**config.mk**
```make
export PLATFORM = sky130hd
export DESIGN_NAME = fixed_block_pool_allocator_core
export DESIGN_NICKNAME = d
export VERILOG_FILES = /design/src/rtl/core/fbpa_pkg.sv /design/src/rtl/core/fixed_block_pool_allocator_core.sv /design/src/rtl/core/fbpa_ram.sv /design/src/rtl/core/fbpa_div.sv /design/src/rtl/core/fbpa_dp.sv /design/src/rtl/core/fbpa_ctrl.sv
export SDC_FILE = /design/constraint.sdc
export NUM_CORES = 2
export LEC_CHECK = 0
export ABC_AREA = 1
export BUFFER_PORTS_ARGS = -buffer_cell sky130_fd_sc_hd__buf_2
export CORE_UTILIZATION = 50
export CTS_CLUSTER_SIZE = 20
export DETAILED_ROUTE_END_ITERATION = 12
export PLACE_DENSITY_LB_ADDON = 0.12
export SYNTH_ARGS = -nofsm -noshare
export SYNTH_HDL_FRONTEND = slang
export SYNTH_HIERARCHICAL = 1
export SYNTH_SLANG_ARGS = --single-unit
```
**constraint.sdc**
```tcl
create_clock -name clk_i -period 9.7 [get_ports clk_i]
set_clock_uncertainty 0.15 [all_clocks]
set_input_delay 1.94 -clock clk_i [delete_from_list [all_inputs] [get_ports clk_i]]
set_output_delay 1.94 -clock clk_i [all_outputs]
set_load 0.005 [all_outputs]
```
**src/rtl/core/fbpa_pkg.sv**
```systemverilog
// Shared types and constants for the fixed block pool allocator.
package fbpa_pkg;

  localparam int unsigned POOL_DEPTH = 256;
  localparam int unsigned IDX_W      = $clog2(POOL_DEPTH);
  localparam int unsigned NREB_W     = $clog2(POOL_DEPTH + 1);
  localparam int unsigned ADDR_W     = 32;
  localparam int unsigned SIZE_W     = 16;
  localparam int unsigned CNT_W      = 9;
  localparam int unsigned CFG_W      = 32;
  localparam int unsigned CFG_IDX_W  = 2;
  localparam int unsigned PROD_W     = IDX_W + SIZE_W;
  localparam int unsigned DIV_CNT_W  = $clog2(ADDR_W + 1);

  localparam logic [CNT_W-1:0] COUNT_MAX = '1;

  typedef enum logic [1:0] {
    FUNC_ALLOC,
    FUNC_FREE,
    FUNC_REBUILD,
    FUNC_NOP
  } fbpa_func_e;

  typedef enum logic [1:0] {
    ST_OK,
    ST_EMPTY,
    ST_BADADDR
  } fbpa_status_e;

  typedef enum logic [CFG_IDX_W-1:0] {
    CFG_POOL_BASE,
    CFG_BLOCK_BYTES,
    CFG_BLOCKS_IN_USE
  } fbpa_cfg_e;

  typedef enum logic [2:0] {
    OP_NONE,
    OP_ALLOC,
    OP_FREE,
    OP_EMPTY,
    OP_BAD,
    OP_REBUILD,
    OP_NOP
  } fbpa_op_e;

  typedef struct packed {
    fbpa_func_e        func;
    logic [ADDR_W-1:0] release_addr;
  } fbpa_req_t;

  typedef struct packed {
    logic [ADDR_W-1:0] block_addr;
    fbpa_status_e      status;
    logic [CNT_W-1:0]  used_blocks;
  } fbpa_rsp_t;

  typedef struct packed {
    logic     load;
    logic     rd;
    logic     div_start;
    fbpa_op_e op;
  } fbpa_cmd_t;

  typedef struct packed {
    fbpa_func_e func;
    logic       head_ok;
    logic       below_base;
    logic       div_done;
  } fbpa_stat_t;

endpackage

```
**src/rtl/core/fixed_block_pool_allocator_core.sv**
```systemverilog
// Top level of the fixed block pool allocator: controller plus datapath.
// A request is taken when start_i is high while busy_o is low; busy_o then stays high
// until the result is out. Each request gives one result on rsp_o, marked by done_o for
// exactly one cycle; the receiver cannot stall it. Alloc (func 0) first reads the link
// memory and forms the block offset product in the decode step, then adds the pool
// base and pops the head in the alloc step; the result is registered. Free (func 1)
// waits for the bit-serial divider that turns the address offset into a block
// index and remainder (one quotient bit per cycle over 32 bits); a free below the pool
// base is rejected in the decode step, without dividing. Rebuild (func 2) and the
// unused func 3 also finish in the decode step: rebuild clears one valid bit per block
// at once, and blocks not touched since then read as the in-order chain. Configuration
// writes on cfg_we_i take effect at once and are only to be made while the block is idle; they do not rebuild the list.
module fixed_block_pool_allocator_core (
  input  logic                           clk_i,
  input  logic                           rst_ni,
  input  logic                           start_i,
  output logic                           busy_o,
  input  fbpa_pkg::fbpa_req_t            req_i,
  output logic                           done_o,
  output fbpa_pkg::fbpa_rsp_t            rsp_o,
  input  logic                           cfg_we_i,
  input  logic [fbpa_pkg::CFG_IDX_W-1:0] cfg_idx_i,
  input  logic [fbpa_pkg::CFG_W-1:0]     cfg_wdata_i
);

  import fbpa_pkg::*;

  fbpa_cmd_t  cmd;
  fbpa_stat_t stat;

  fbpa_ctrl u_ctrl (
    .clk_i  (clk_i),
    .rst_ni (rst_ni),
    .start_i(start_i),
    .busy_o (busy_o),
    .cmd_o  (cmd),
    .stat_i (stat)
  );

  fbpa_dp u_dp (
    .clk_i      (clk_i),
    .rst_ni     (rst_ni),
    .cmd_i      (cmd),
    .stat_o     (stat),
    .req_i      (req_i),
    .done_o     (done_o),
    .rsp_o      (rsp_o),
    .cfg_we_i   (cfg_we_i),
    .cfg_idx_i  (cfg_idx_i),
    .cfg_wdata_i(cfg_wdata_i)
  );

endmodule

```
**src/rtl/core/fbpa_ram.sv**
```systemverilog
// Generic single-port-write, single-port-read RAM with registered read data.
module fbpa_ram #(
  parameter int unsigned WIDTH = 8,
  parameter int unsigned DEPTH = 256
) (
  input  logic                     clk_i,
  input  logic                     we_i,
  input  logic [$clog2(DEPTH)-1:0] waddr_i,
  input  logic [WIDTH-1:0]         wdata_i,
  input  logic                     re_i,
  input  logic [$clog2(DEPTH)-1:0] raddr_i,
  output logic [WIDTH-1:0]         rdata_o
);

  logic [WIDTH-1:0] mem_q [DEPTH];
  logic [WIDTH-1:0] rdata_q;

  always_ff @(posedge clk_i) begin
    if (we_i) begin
      mem_q[waddr_i] <= wdata_i;
    end
    if (re_i) begin
      rdata_q <= mem_q[raddr_i];
    end
  end

  assign rdata_o = rdata_q;

endmodule

```
**src/rtl/core/fbpa_div.sv**
```systemverilog
// Bit-serial restoring divider: one quotient bit per cycle.
module fbpa_div (
  input  logic                      clk_i,
  input  logic                      rst_ni,
  input  logic                      start_i,
  input  logic [fbpa_pkg::ADDR_W-1:0] dividend_i,
  input  logic [fbpa_pkg::SIZE_W-1:0] divisor_i,
  output logic                      done_o,
  output logic [fbpa_pkg::ADDR_W-1:0] quot_o,
  output logic [fbpa_pkg::SIZE_W-1:0] rem_o
);

  import fbpa_pkg::*;

  logic                 run_q, run_d;
  logic                 done_q, done_d;
  logic [DIV_CNT_W-1:0] cnt_q, cnt_d;
  logic [ADDR_W-1:0]    quot_q, quot_d;
  logic [SIZE_W-1:0]    rem_q, rem_d;
  logic [SIZE_W-1:0]    dvs_q, dvs_d;
  logic [SIZE_W:0]      trial;
  logic [SIZE_W:0]      diff;
  logic                 ge;

  always_comb begin
    trial  = {rem_q, quot_q[ADDR_W-1]};
    diff   = trial - {1'b0, dvs_q};
    ge     = (trial >= {1'b0, dvs_q});
    run_d  = run_q;
    done_d = 1'b0;
    cnt_d  = cnt_q;
    quot_d = quot_q;
    rem_d  = rem_q;
    dvs_d  = dvs_q;
    if (start_i) begin
      run_d  = 1'b1;
      cnt_d  = DIV_CNT_W'(ADDR_W);
      quot_d = dividend_i;
      rem_d  = '0;
      dvs_d  = divisor_i;
    end else if (run_q) begin
      quot_d = {quot_q[ADDR_W-2:0], ge};
      rem_d  = ge ? diff[SIZE_W-1:0] : trial[SIZE_W-1:0];
      cnt_d  = cnt_q - DIV_CNT_W'(1);
      if (cnt_q == DIV_CNT_W'(1)) begin
        run_d  = 1'b0;
        done_d = 1'b1;
      end
    end
  end

  always_ff @(posedge clk_i or negedge rst_ni) begin
    if (!rst_ni) begin
      run_q  <= 1'b0;
      done_q <= 1'b0;
      cnt_q  <= '0;
    end else begin
      run_q  <= run_d;
      done_q <= done_d;
      cnt_q  <= cnt_d;
    end
  end

  always_ff @(posedge clk_i) begin
    quot_q <= quot_d;
    rem_q  <= rem_d;
    dvs_q  <= dvs_d;
  end

  assign done_o = done_q;
  assign quot_o = quot_q;
  assign rem_o  = rem_q;

endmodule

```
**src/rtl/core/fbpa_dp.sv**
```systemverilog
// Datapath: config registers, free list head, link memory, address math, results.
module fbpa_dp (
  input  logic                          clk_i,
  input  logic                          rst_ni,
  input  fbpa_pkg::fbpa_cmd_t           cmd_i,
  output fbpa_pkg::fbpa_stat_t          stat_o,
  input  fbpa_pkg::fbpa_req_t           req_i,
  output logic                          done_o,
  output fbpa_pkg::fbpa_rsp_t           rsp_o,
  input  logic                          cfg_we_i,
  input  logic [fbpa_pkg::CFG_IDX_W-1:0] cfg_idx_i,
  input  logic [fbpa_pkg::CFG_W-1:0]    cfg_wdata_i
);

  import fbpa_pkg::*;

  logic [ADDR_W-1:0]     base_q, base_d;
  logic [SIZE_W-1:0]     bsize_q, bsize_d;
  logic [CNT_W-1:0]      nblk_q, nblk_d;
  logic [IDX_W-1:0]      head_q, head_d;
  logic                  head_ok_q, head_ok_d;
  logic [CNT_W-1:0]      used_q, used_d;
  logic [NREB_W-1:0]     nreb_q, nreb_d;
  logic [POOL_DEPTH-1:0] valid_q, valid_d;
  logic                  done_q, done_d;
  fbpa_req_t             req_q;
  logic [PROD_W-1:0]     prod_q;
  fbpa_rsp_t             rsp_q, rsp_d;

  logic [SIZE_W-1:0]     sz;
  logic [NREB_W-1:0]     pool_n;
  logic [ADDR_W-1:0]     quot;
  logic [SIZE_W-1:0]     rem;
  logic                  div_done;
  logic                  free_ok;
  logic                  ram_we;
  logic [IDX_W:0]        ram_rdata;
  logic [NREB_W-1:0]     dflt_nxt;
  logic                  ent_ok;
  logic [IDX_W-1:0]      ent_link;

  assign sz = (bsize_q == '0) ? SIZE_W'(1) : bsize_q;

  always_comb begin
    if (nblk_q == '0) begin
      pool_n = NREB_W'(1);
    end else if (32'(nblk_q) > 32'(POOL_DEPTH)) begin
      pool_n = NREB_W'(POOL_DEPTH);
    end else begin
      pool_n = NREB_W'(nblk_q);
    end
  end

  fbpa_div u_div (
    .clk_i     (clk_i),
    .rst_ni    (rst_ni),
    .start_i   (cmd_i.div_start),
    .dividend_i(req_q.release_addr - base_q),
    .divisor_i (sz),
    .done_o    (div_done),
    .quot_o    (quot),
    .rem_o     (rem)
  );

  assign free_ok = (rem == '0) && (quot < 32'(pool_n));
  assign ram_we  = (cmd_i.op == OP_FREE) && free_ok;

  fbpa_ram #(
    .WIDTH(IDX_W + 1),
    .DEPTH(POOL_DEPTH)
  ) u_link_ram (
    .clk_i  (clk_i),
    .we_i   (ram_we),
    .waddr_i(quot[IDX_W-1:0]),
    .wdata_i({head_ok_q, head_q}),
    .re_i   (cmd_i.rd),
    .raddr_i(head_q),
    .rdata_o(ram_rdata)
  );

  // Entries untouched since the last rebuild read as the in-order chain.
  always_comb begin
    dflt_nxt = NREB_W'(head_q) + NREB_W'(1);
    if (valid_q[head_q]) begin
      ent_ok   = ram_rdata[IDX_W];
      ent_link = ram_rdata[IDX_W-1:0];
    end else begin
      ent_ok   = (dflt_nxt < nreb_q);
      ent_link = ent_ok ? dflt_nxt[IDX_W-1:0] : '0;
    end
  end

  always_comb begin
    base_d    = base_q;
    bsize_d   = bsize_q;
    nblk_d    = nblk_q;
    head_d    = head_q;
    head_ok_d = head_ok_q;
    used_d    = used_q;
    nreb_d    = nreb_q;
    valid_d   = valid_q;
    done_d    = 1'b0;
    rsp_d     = rsp_q;

    if (cfg_we_i) begin
      case (cfg_idx_i)
        CFG_POOL_BASE:     base_d  = cfg_wdata_i[ADDR_W-1:0];
        CFG_BLOCK_BYTES:   bsize_d = cfg_wdata_i[SIZE_W-1:0];
        CFG_BLOCKS_IN_USE: nblk_d  = cfg_wdata_i[CNT_W-1:0];
        default: ;
      endcase
    end

    rsp_d.block_addr = '0;
    rsp_d.status     = ST_OK;
    case (cmd_i.op)
      OP_ALLOC: begin
        rsp_d.block_addr = base_q + ADDR_W'(prod_q);
        head_d           = ent_link;
        head_ok_d        = ent_ok;
        if (used_q != COUNT_MAX) begin
          used_d = used_q + CNT_W'(1);
        end
      end
      OP_FREE: begin
        if (free_ok) begin
          valid_d[quot[IDX_W-1:0]] = 1'b1;
          head_d    = quot[IDX_W-1:0];
          head_ok_d = 1'b1;
          if (used_q != '0) begin
            used_d = used_q - CNT_W'(1);
          end
        end else begin
          rsp_d.status = ST_BADADDR;
        end
      end
      OP_EMPTY: rsp_d.status = ST_EMPTY;
      OP_BAD:   rsp_d.status = ST_BADADDR;
      OP_REBUILD: begin
        valid_d   = '0;
        nreb_d    = pool_n;
        head_d    = '0;
        head_ok_d = 1'b1;
        used_d    = '0;
      end
      default: ;
    endcase
    rsp_d.used_blocks = used_d;
    if (cmd_i.op != OP_NONE) begin
      done_d = 1'b1;
    end else begin
      rsp_d = rsp_q;
    end
  end

  always_ff @(posedge clk_i or negedge rst_ni) begin
    if (!rst_ni) begin
      base_q    <= '0;
      bsize_q   <= SIZE_W'(1);
      nblk_q    <= CNT_W'(256);
      head_q    <= '0;
      head_ok_q <= 1'b1;
      used_q    <= '0;
      nreb_q    <= NREB_W'(POOL_DEPTH);
      valid_q   <= '0;
      done_q    <= 1'b0;
    end else begin
      base_q    <= base_d;
      bsize_q   <= bsize_d;
      nblk_q    <= nblk_d;
      head_q    <= head_d;
      head_ok_q <= head_ok_d;
      used_q    <= used_d;
      nreb_q    <= nreb_d;
      valid_q   <= valid_d;
      done_q    <= done_d;
    end
  end

  always_ff @(posedge clk_i) begin
    if (cmd_i.load) begin
      req_q <= req_i;
    end
    if (cmd_i.rd) begin
      prod_q <= PROD_W'(head_q) * PROD_W'(sz);
    end
    rsp_q <= rsp_d;
  end

  assign stat_o.func       = req_q.func;
  assign stat_o.head_ok    = head_ok_q;
  assign stat_o.below_base = (req_q.release_addr < base_q);
  assign stat_o.div_done   = div_done;

  assign done_o = done_q;
  assign rsp_o  = rsp_q;

`ifndef SYNTHESIS
  a_done_from_op: assert property (@(posedge clk_i) disable iff (!rst_ni)
    done_o |-> $past(cmd_i.op != OP_NONE))
    else $error("result strobe without a finishing operation");

  a_rebuild_state: assert property (@(posedge clk_i) disable iff (!rst_ni)
    (cmd_i.op == OP_REBUILD) |=> (used_q == '0 && head_ok_q && head_q == '0))
    else $error("rebuild did not reset list head and count");

  a_alloc_has_block: assert property (@(posedge clk_i) disable iff (!rst_ni)
    (cmd_i.op == OP_ALLOC) |-> head_ok_q)
    else $error("alloc popped an empty free list");
`endif

endmodule

```
**src/rtl/core/fbpa_ctrl.sv**
```systemverilog
// Controller: sequences alloc, free, rebuild and no-op requests.
module fbpa_ctrl (
  input  logic                 clk_i,
  input  logic                 rst_ni,
  input  logic                 start_i,
  output logic                 busy_o,
  output fbpa_pkg::fbpa_cmd_t  cmd_o,
  input  fbpa_pkg::fbpa_stat_t stat_i
);

  import fbpa_pkg::*;

  typedef enum logic [1:0] {
    S_IDLE,
    S_DECODE,
    S_ALLOC,
    S_DIV
  } state_e;

  state_e    state_q, state_d;
  logic      busy_q;
  fbpa_cmd_t cmd;

  always_comb begin
    state_d       = state_q;
    cmd.load      = 1'b0;
    cmd.rd        = 1'b0;
    cmd.div_start = 1'b0;
    cmd.op        = OP_NONE;
    case (state_q)
      S_IDLE: begin
        if (start_i) begin
          cmd.load = 1'b1;
          state_d  = S_DECODE;
        end
      end
      S_DECODE: begin
        state_d = S_IDLE;
        case (stat_i.func)
          FUNC_ALLOC: begin
            if (stat_i.head_ok) begin
              cmd.rd  = 1'b1;
              state_d = S_ALLOC;
            end else begin
              cmd.op = OP_EMPTY;
            end
          end
          FUNC_FREE: begin
            if (stat_i.below_base) begin
              cmd.op = OP_BAD;
            end else begin
              cmd.div_start = 1'b1;
              state_d       = S_DIV;
            end
          end
          FUNC_REBUILD: cmd.op = OP_REBUILD;
          default:      cmd.op = OP_NOP;
        endcase
      end
      S_ALLOC: begin
        cmd.op  = OP_ALLOC;
        state_d = S_IDLE;
      end
      S_DIV: begin
        if (stat_i.div_done) begin
          cmd.op  = OP_FREE;
          state_d = S_IDLE;
        end
      end
      default: state_d = S_IDLE;
    endcase
  end

  always_ff @(posedge clk_i or negedge rst_ni) begin
    if (!rst_ni) begin
      state_q <= S_IDLE;
      busy_q  <= 1'b0;
    end else begin
      state_q <= state_d;
      busy_q  <= (state_d != S_IDLE);
    end
  end

  assign busy_o = busy_q;
  assign cmd_o  = cmd;

`ifndef SYNTHESIS
  a_div_wait: assert property (@(posedge clk_i) disable iff (!rst_ni)
    cmd.div_start |=> (state_q == S_DIV))
    else $error("divider started without waiting for it");

  a_alloc_one_cycle: assert property (@(posedge clk_i) disable iff (!rst_ni)
    (state_q == S_ALLOC) |=> (state_q == S_IDLE && !busy_o))
    else $error("alloc finish did not return to idle");

  a_cmd_exclusive: assert property (@(posedge clk_i) disable iff (!rst_ni)
    $onehot0({cmd.load, cmd.rd, cmd.div_start}))
    else $error("conflicting datapath commands");
`endif

endmodule

```
After elaboration in Yosys (flattened, before gate mapping)
Memory sizes are Yosys's and may differ from the RTL's. A register that Yosys moved wholly into a read port is not among the register bits.
Cells that the tools add are included.
{"block": "op_classes", "order_cmp": 8, "n_addsub": 7, "mux": 54, "mul": 1, "bitwise_logic": 1, "eq_ne": 15, "n_reduce_logical": 20}
{"op": "256-bit case mux with 2 select lines", "n": 1}
{"op": "256-bit 2-to-1 mux", "n": 1}
{"op": "256-bit OR", "n": 1}
{"op": "32-bit 2-to-1 mux", "n": 2}
{"op": "9-bit 2-to-1 mux", "n": 5}
{"op": "32-bit by 24-bit adder with 32-bit output", "n": 1}
{"op": "16-bit logical NOT", "n": 2}
{"op": "32-bit < comparator", "n": 1}
{"op": "32-bit by 9-bit < comparator with 1-bit output", "n": 1}
{"op": "16-bit 2-to-1 mux", "n": 2}
{"op": "32-bit subtractor", "n": 1}
{"op": "9-bit case mux with 3 select lines", "n": 1}
{"op": "8-bit by 16-bit multiplier with 24-bit output", "n": 1}
{"op": "8-bit 2-to-1 mux", "n": 3}
{"op": "8-bit case mux with 3 select lines", "n": 1}
{"op": "1-bit 2-to-1 mux", "n": 19}
{"op": "8-bit by 9-bit < comparator with 1-bit output, second input constant", "n": 2}
{"op": "3-bit case mux with 3 select lines", "n": 2}
{"op": "17-bit by 16-bit greater-or-equal comparator with 1-bit output", "n": 1}
{"op": "2-bit 2-to-1 mux", "n": 8}
{"op": "16-bit subtractor", "n": 1}
{"op": "6-bit 2-to-1 mux", "n": 2}
{"op": "2-bit AND reduction", "n": 5}
{"op": "8-bit by 1-bit adder with 9-bit output, second input constant", "n": 1}
{"op": "other kinds (27)", "n": 41}
{"block": "word_totals", "elab_cells": 130, "mem_count": 1, "ff_bits": 517, "input_bits": 72, "ram_bits": 2304}
{"memory": "u_dp.u_link_ram.mem_q", "words": 256, "word_bits": 9, "rd": 1, "rd_clocked_by_memory_dff": 1, "wr": 1, "line_no": "fbpa_ram.sv:15", "source": "logic [WIDTH-1:0] mem_q [DEPTH];"}

Longest topological paths before layout
{"block": "depth", "ltp_word": 8, "mapped_depth": 25, "mapped_depth_nobuf": 25}

By module
Netlist, hierarchy kept.
{"mod": "fbpa_ram", "cells_each": 7826, "n_inst": 1, "area_per_inst_um2": 93609.8, "seq_area_each_um2": 69456.6}
{"mod": "fbpa_dp", "cells_each": 4067, "n_inst": 1, "area_per_inst_um2": 29966.2, "seq_area_each_um2": 11571.1}
{"mod": "fbpa_div", "cells_each": 515, "n_inst": 1, "area_per_inst_um2": 4060.1, "seq_area_each_um2": 1961.9}
{"mod": "fbpa_ctrl", "cells_each": 28, "n_inst": 1, "area_per_inst_um2": 196.4, "seq_area_each_um2": 75.1}

Least setup slack after synthesis
Ideal clock, no wire load.
{"block": "synth_timing", "path_type": "reg2reg", "startpoint": "register u_dp.head_q[3]", "endpoint": "register u_dp.prod_q[18], data pin", "n_path_buf": 3, "setup_slack_ps": 1231, "t_required_ps": 9291, "t_arrival_ps": 8060, "period_less_slack_ps": 8469, "path_stages_with_launch": 22, "setup_time_ps": 259, "path_cell_list": "dfrtp_1 -> buf_4 -> clkbuf_1 -> buf_1 -> nand2_1 -> fa_1 -> fa_1 -> inv_1 -> fa_1 -> inv_1 -> fa_1 -> inv_1 -> ha_1 -> a21o_1 -> o21bai_1 -> a21oi_1 -> o21ai_0 -> a21oi_1 -> o21ai_0 -> nand3_1 -> nand2_1 -> xor2_1"}
{"block": "synth_via", "elab_chain_cells": 1}
{"item": "from (decl)", "line_no": "fbpa_dp.sv:20", "source": "logic [IDX_W-1:0] head_q, head_d;"}
{"item": "from (signal assigned)", "line_no": "fbpa_dp.sv:161", "source": "head_q <= '0;"}
{"item": "from (signal assigned)", "line_no": "fbpa_dp.sv:171", "source": "head_q <= head_d;"}
{"item": "8-bit by 16-bit multiplier with 24-bit output", "line_no": "fbpa_dp.sv:185", "source": "prod_q <= PROD_W'(head_q) * PROD_W'(sz);"}
{"item": "to (signal assigned)", "line_no": "fbpa_dp.sv:185"}
{"item": "to (decl)", "line_no": "fbpa_dp.sv:27", "source": "logic [PROD_W-1:0] prod_q;"}
Every way passes these cells.
A chain may end at the register's enable or synchronous reset.

==> impl_metrics.sql <==
INSERT INTO impl_metrics (metric_group, metric, value, unit) VALUES
('timing', 'timing.fmax', '143', 'MHz'),
('synth', 'post_synth_instance_area', '128000', 'um2'),
('detailed_routing', 'drt_pre_antenna_iters', '6', ''),
('outcome', 'run_status', 'complete, no violations', ''),
('global_route', 'grt-ovfl-total', '0', ''),
('clocking', 'cts_repair_resize_count', '0', ''),
('detailed_routing', 'drcViolationCount', '0', ''),
('global_route', 'grtUsageMet3', '0.0425', ''),
('worst_setup_path', 'cp_max_fo', '20', ''),
('power', 'totalPowerFinal', '0.0475', 'W'),
('worst_setup_path', 'worst_r2r_path_depth', '20', ''),
('power', 'power.ir.vdd_worst', '0.387', 'mV'),
('timing', 'timing_hold_violations_final', '0', ''),
('synth', 'synth_top_flop_cell', 'edfxtp_1', ''),
('floorplanning', 'io_pins', '117', ''),
('global_route', 'grt_first_pass_wirelength', '541000', 'um'),
('clocking', 'clk_latency_worst_skew_pair', '0.95', 'ns'),
('power', 'static-leakage-power', '52.8', 'nW'),
('power', 'netSwitchingPower', '0.0197', 'W'),
('synth', 'synth_top_cells_by_area', 'edfxtp_1, nand2_1, nand3_1', ''),
('worst_setup_path', 'timing.critical_path.slowest_stage_cell', 'nand2_1', ''),
('detailed_routing', 'wl_per_cell', '22.8', 'um'),
('worst_setup_path', 'critical_path.startpoint_type', 'flop', ''),
('global_route', 'global_routing_usage_summed_across_all_routing_layers', '0.277', ''),
('power', 'switching_share', '0.415', ''),
('timing', 'setup_tns', '0', 'ns'),
('worst_setup_path', 'setup.reg_to_reg.worst_slack', '2.72', 'ns'),
('detailed_routing', 'detail_route.wirelength', '361000', 'um'),
('worst_setup_path', 'critPathTopFamily', 'simple AND/OR/NAND/NOR gates', ''),
('synth', 'synth.top_cell.area_share', '0.578', ''),
('timing', 'fin_crit_sh', '0.720', ''),
('floorplanning', 'die_area', '258000', 'um2'),
('synth', 'yosys.area.top_type', 'edfxtp_1', ''),
('worst_setup_path', 'worst-setup-path-type', 'flop to flop', ''),
('worst_setup_path', 'endpoint_kind_of_the_worst_setup_timing_path', 'flop', ''),
('worst_setup_path', 'worst_setup_path_endpoint', 'u_dp/u_link_ram/mem_q[227][8]', ''),
('timing', 'grt_setup_unrepaired', 'no', ''),
('placement', 'place.port_buffers', '116', ''),
('clocking', 'cts.repair_timing.setup_buffer_count', '0', ''),
('timing', 'worstMarginPinSlew', '1.26', 'ns'),
('power', 'seq_power_share', '0.344', ''),
('synth', 'seq_area_frac_synth', '0.650', ''),
('detailed_routing', 'dr_total_vias', '91200', ''),
('power', 'comb_power_share', '0.411', ''),
('floorplanning', 'floorplan.die.height', '508', 'um'),
('floorplanning', 'die_width', '508', 'um'),
('global_route', 'largest_net_degree_at_the_start_of_global_routing', '291', ''),
('timing', 'timing.slew.headroom', '0.153', ''),
('worst_setup_path', 'r2r_end', 'u_dp/u_link_ram/mem_q[227][8]', ''),
('synth', 'synth_fp_nets', '12700', ''),
('global_route', 'global_route.usage.met1', '0.389', ''),
('layout', 'share_of_final_layout_standard_cells_stronger_than_drive_strength_1', '0.0618', ''),
('clocking', 'ctsRootBufferMaster', 'clkbuf_16', ''),
('synth', 'ys_seq_elements', '2830', ''),
('synth', 'share_of_flip_flops_with_an_asynchronous_set_or_reset', '0.124', ''),
('placement', 'gp_congestion', '0.903', ''),
('floorplanning', 'num_rows', '185', ''),
('layout', 'flow.area_growth_from_synthesis', '9.70', '%'),
('synth', 'postSynthAreaPerCell', '10.3', 'um2'),
('detailed_routing', 'antenna_left', '0', ''),
('clocking', 'number_of_hold_buffers_added_after_cts', '0', ''),
('detailed_routing', 'vias_per_std_cell', '5.75', ''),
('worst_setup_path', 'cp.arrival', '7.38', 'ns'),
('clocking', 'tritoncts_num_sinks', '2830', ''),
('floorplanning', 'start_util', '0.503', ''),
('global_route', 'met2_usage', '0.440', ''),
('synth', 'postSynthCellCount', '12400', ''),
('power', 'internal', '0.0278', 'W'),
('worst_setup_path', 'crit_path_cell_trace', 'ha_1 > fa_1 > o21ai_0 > nand3_1 > nand3_1 > nand2_1 > o211ai_1 > nand2_1 > o211ai_1 > a21oi_1 > nor2_1 > nor4_1 > nor3_1 > buf_4 > clkinv_1 > nor2_2 > buf_4 > nand2_1 > buf_4 > nor2_1', ''),
('worst_setup_path', 'worstPathBufferInverterCount', '4', ''),
('clocking', 'cts.clk_slew.worst_paths', '0.06', 'ns');
## per-layer routing
| metal | part of all wire | wire [um] |
|---|---|---|
| met1 | 0.42 | 152000 |
| met2 | 0.46 | 168000 |
| met3 | 0.079 | 28400 |
| met4 | 0.036 | 12900 |
| met5 | 0.000055 | 20 |
## worst register-to-register path, stage by stage (launching register included)
cell	delay [ns]
dfrtp_1	0.41
ha_1	0.23
fa_1	0.43
o21ai_0	0.52
nand3_1	0.18
nand3_1	0.21
nand2_1	0.08
o211ai_1	0.13
nand2_1	0.08
o211ai_1	0.15
a21oi_1	0.33
nor2_1	0.27
nor4_1	0.13
nor3_1	0.20
buf_4	0.23
clkinv_1	0.31
nor2_2	0.21
buf_4	0.41
nand2_1	0.83
buf_4	0.54
nor2_1	0.61
## flip-flops by register name (all words and copies together), names as in the netlist, 24 cells and up
signal,flops
u_dp/prod_q,24
u_dp/valid_q,256
u_dp/req_q,32
u_dp/base_q,32
u_dp/u_div/quot_o,32
u_dp/u_link_ram/mem_q,2304
u_dp/rsp_o,43
## power by group through the flow
stage / Combinational [W] / Clock (W) / Sequential [W]
after floorplan: 0.0125 / 0 / 0.0172
after global placement: 0.0192 / 0 / 0.0166
after detailed placement: 0.0193 / 0 / 0.0166
after CTS: 0.0194 / 0.0118 / 0.0163
after global routing: 0.0215 / 0.0123 / 0.0164
final: 0.0195 / 0.0116 / 0.0163
## area by class of cell
type,instances,area [um2]
antenna,5,12.5
clock buffer,387,8410
clock inverter,165,1550
fill,22000,114000
inverter,731,2790
multi-input combinational,8093,38200
sequential,2830,83100
tap,3366,4210
timing repair buffer,270,1920
## stage by stage
step	util	worst slack [ns]	hold slack (ns)	area (um2)	cells
4_1_cts	0.552	2.81	0.335	140000	15800
6_report	0.552	2.72	0.337	140000	15800
3_5_place_dp	0.513	2.81	0.316	130000	15300
3_3_place_gp	0.513	2.85	0.320	130000	15300
5_1_grt	0.552	2.34	0.360	140000	15800
2_1_floorplan	-	1.23	0.299	128000	12400
## worst min-delay path by stage
stage                              start        endpoint  slack [ns]  cells past startpoint
after global routing      u_dp/nreb_q[0]  u_dp/nreb_q[0]        0.36                      2
after global placement    u_dp/nreb_q[0]  u_dp/nreb_q[0]        0.32                      2
final                     u_dp/nreb_q[0]  u_dp/nreb_q[0]        0.34                      2
after detailed placement  u_dp/nreb_q[0]  u_dp/nreb_q[0]        0.32                      2
after CTS                 u_dp/nreb_q[0]  u_dp/nreb_q[0]        0.34                      2
after floorplan           u_dp/nreb_q[0]  u_dp/nreb_q[0]        0.30                      2
## cells in the final DEF, fill, tap and decap left out, types with 137 or more instances in the layout
cell | Yosys | routed
o21ai_0 | 459 | 459
nor2_1 | 492 | 486
ha_1 | 137 | 137
edfxtp_1 | 2462 | 2462
a21oi_1 | 479 | 479
dfrtp_1 | 348 | 340
buf_4 | 65 | 140
nand2_1 | 3711 | 3705
clkbuf_16 | 0 | 321
nand3_1 | 2493 | 2491
inv_1 | 713 | 712
## logic make-up after synthesis
group,count (synthesis),share of synthesized area
simple gates,6793,0.226
flops,2830,0.650
buf+inv,1513,0.0514
compound gates,1005,0.0407
fa+ha+maj,224,0.0270
xor+xnor,71,0.00486
Power figures use the tool's default switching activity.
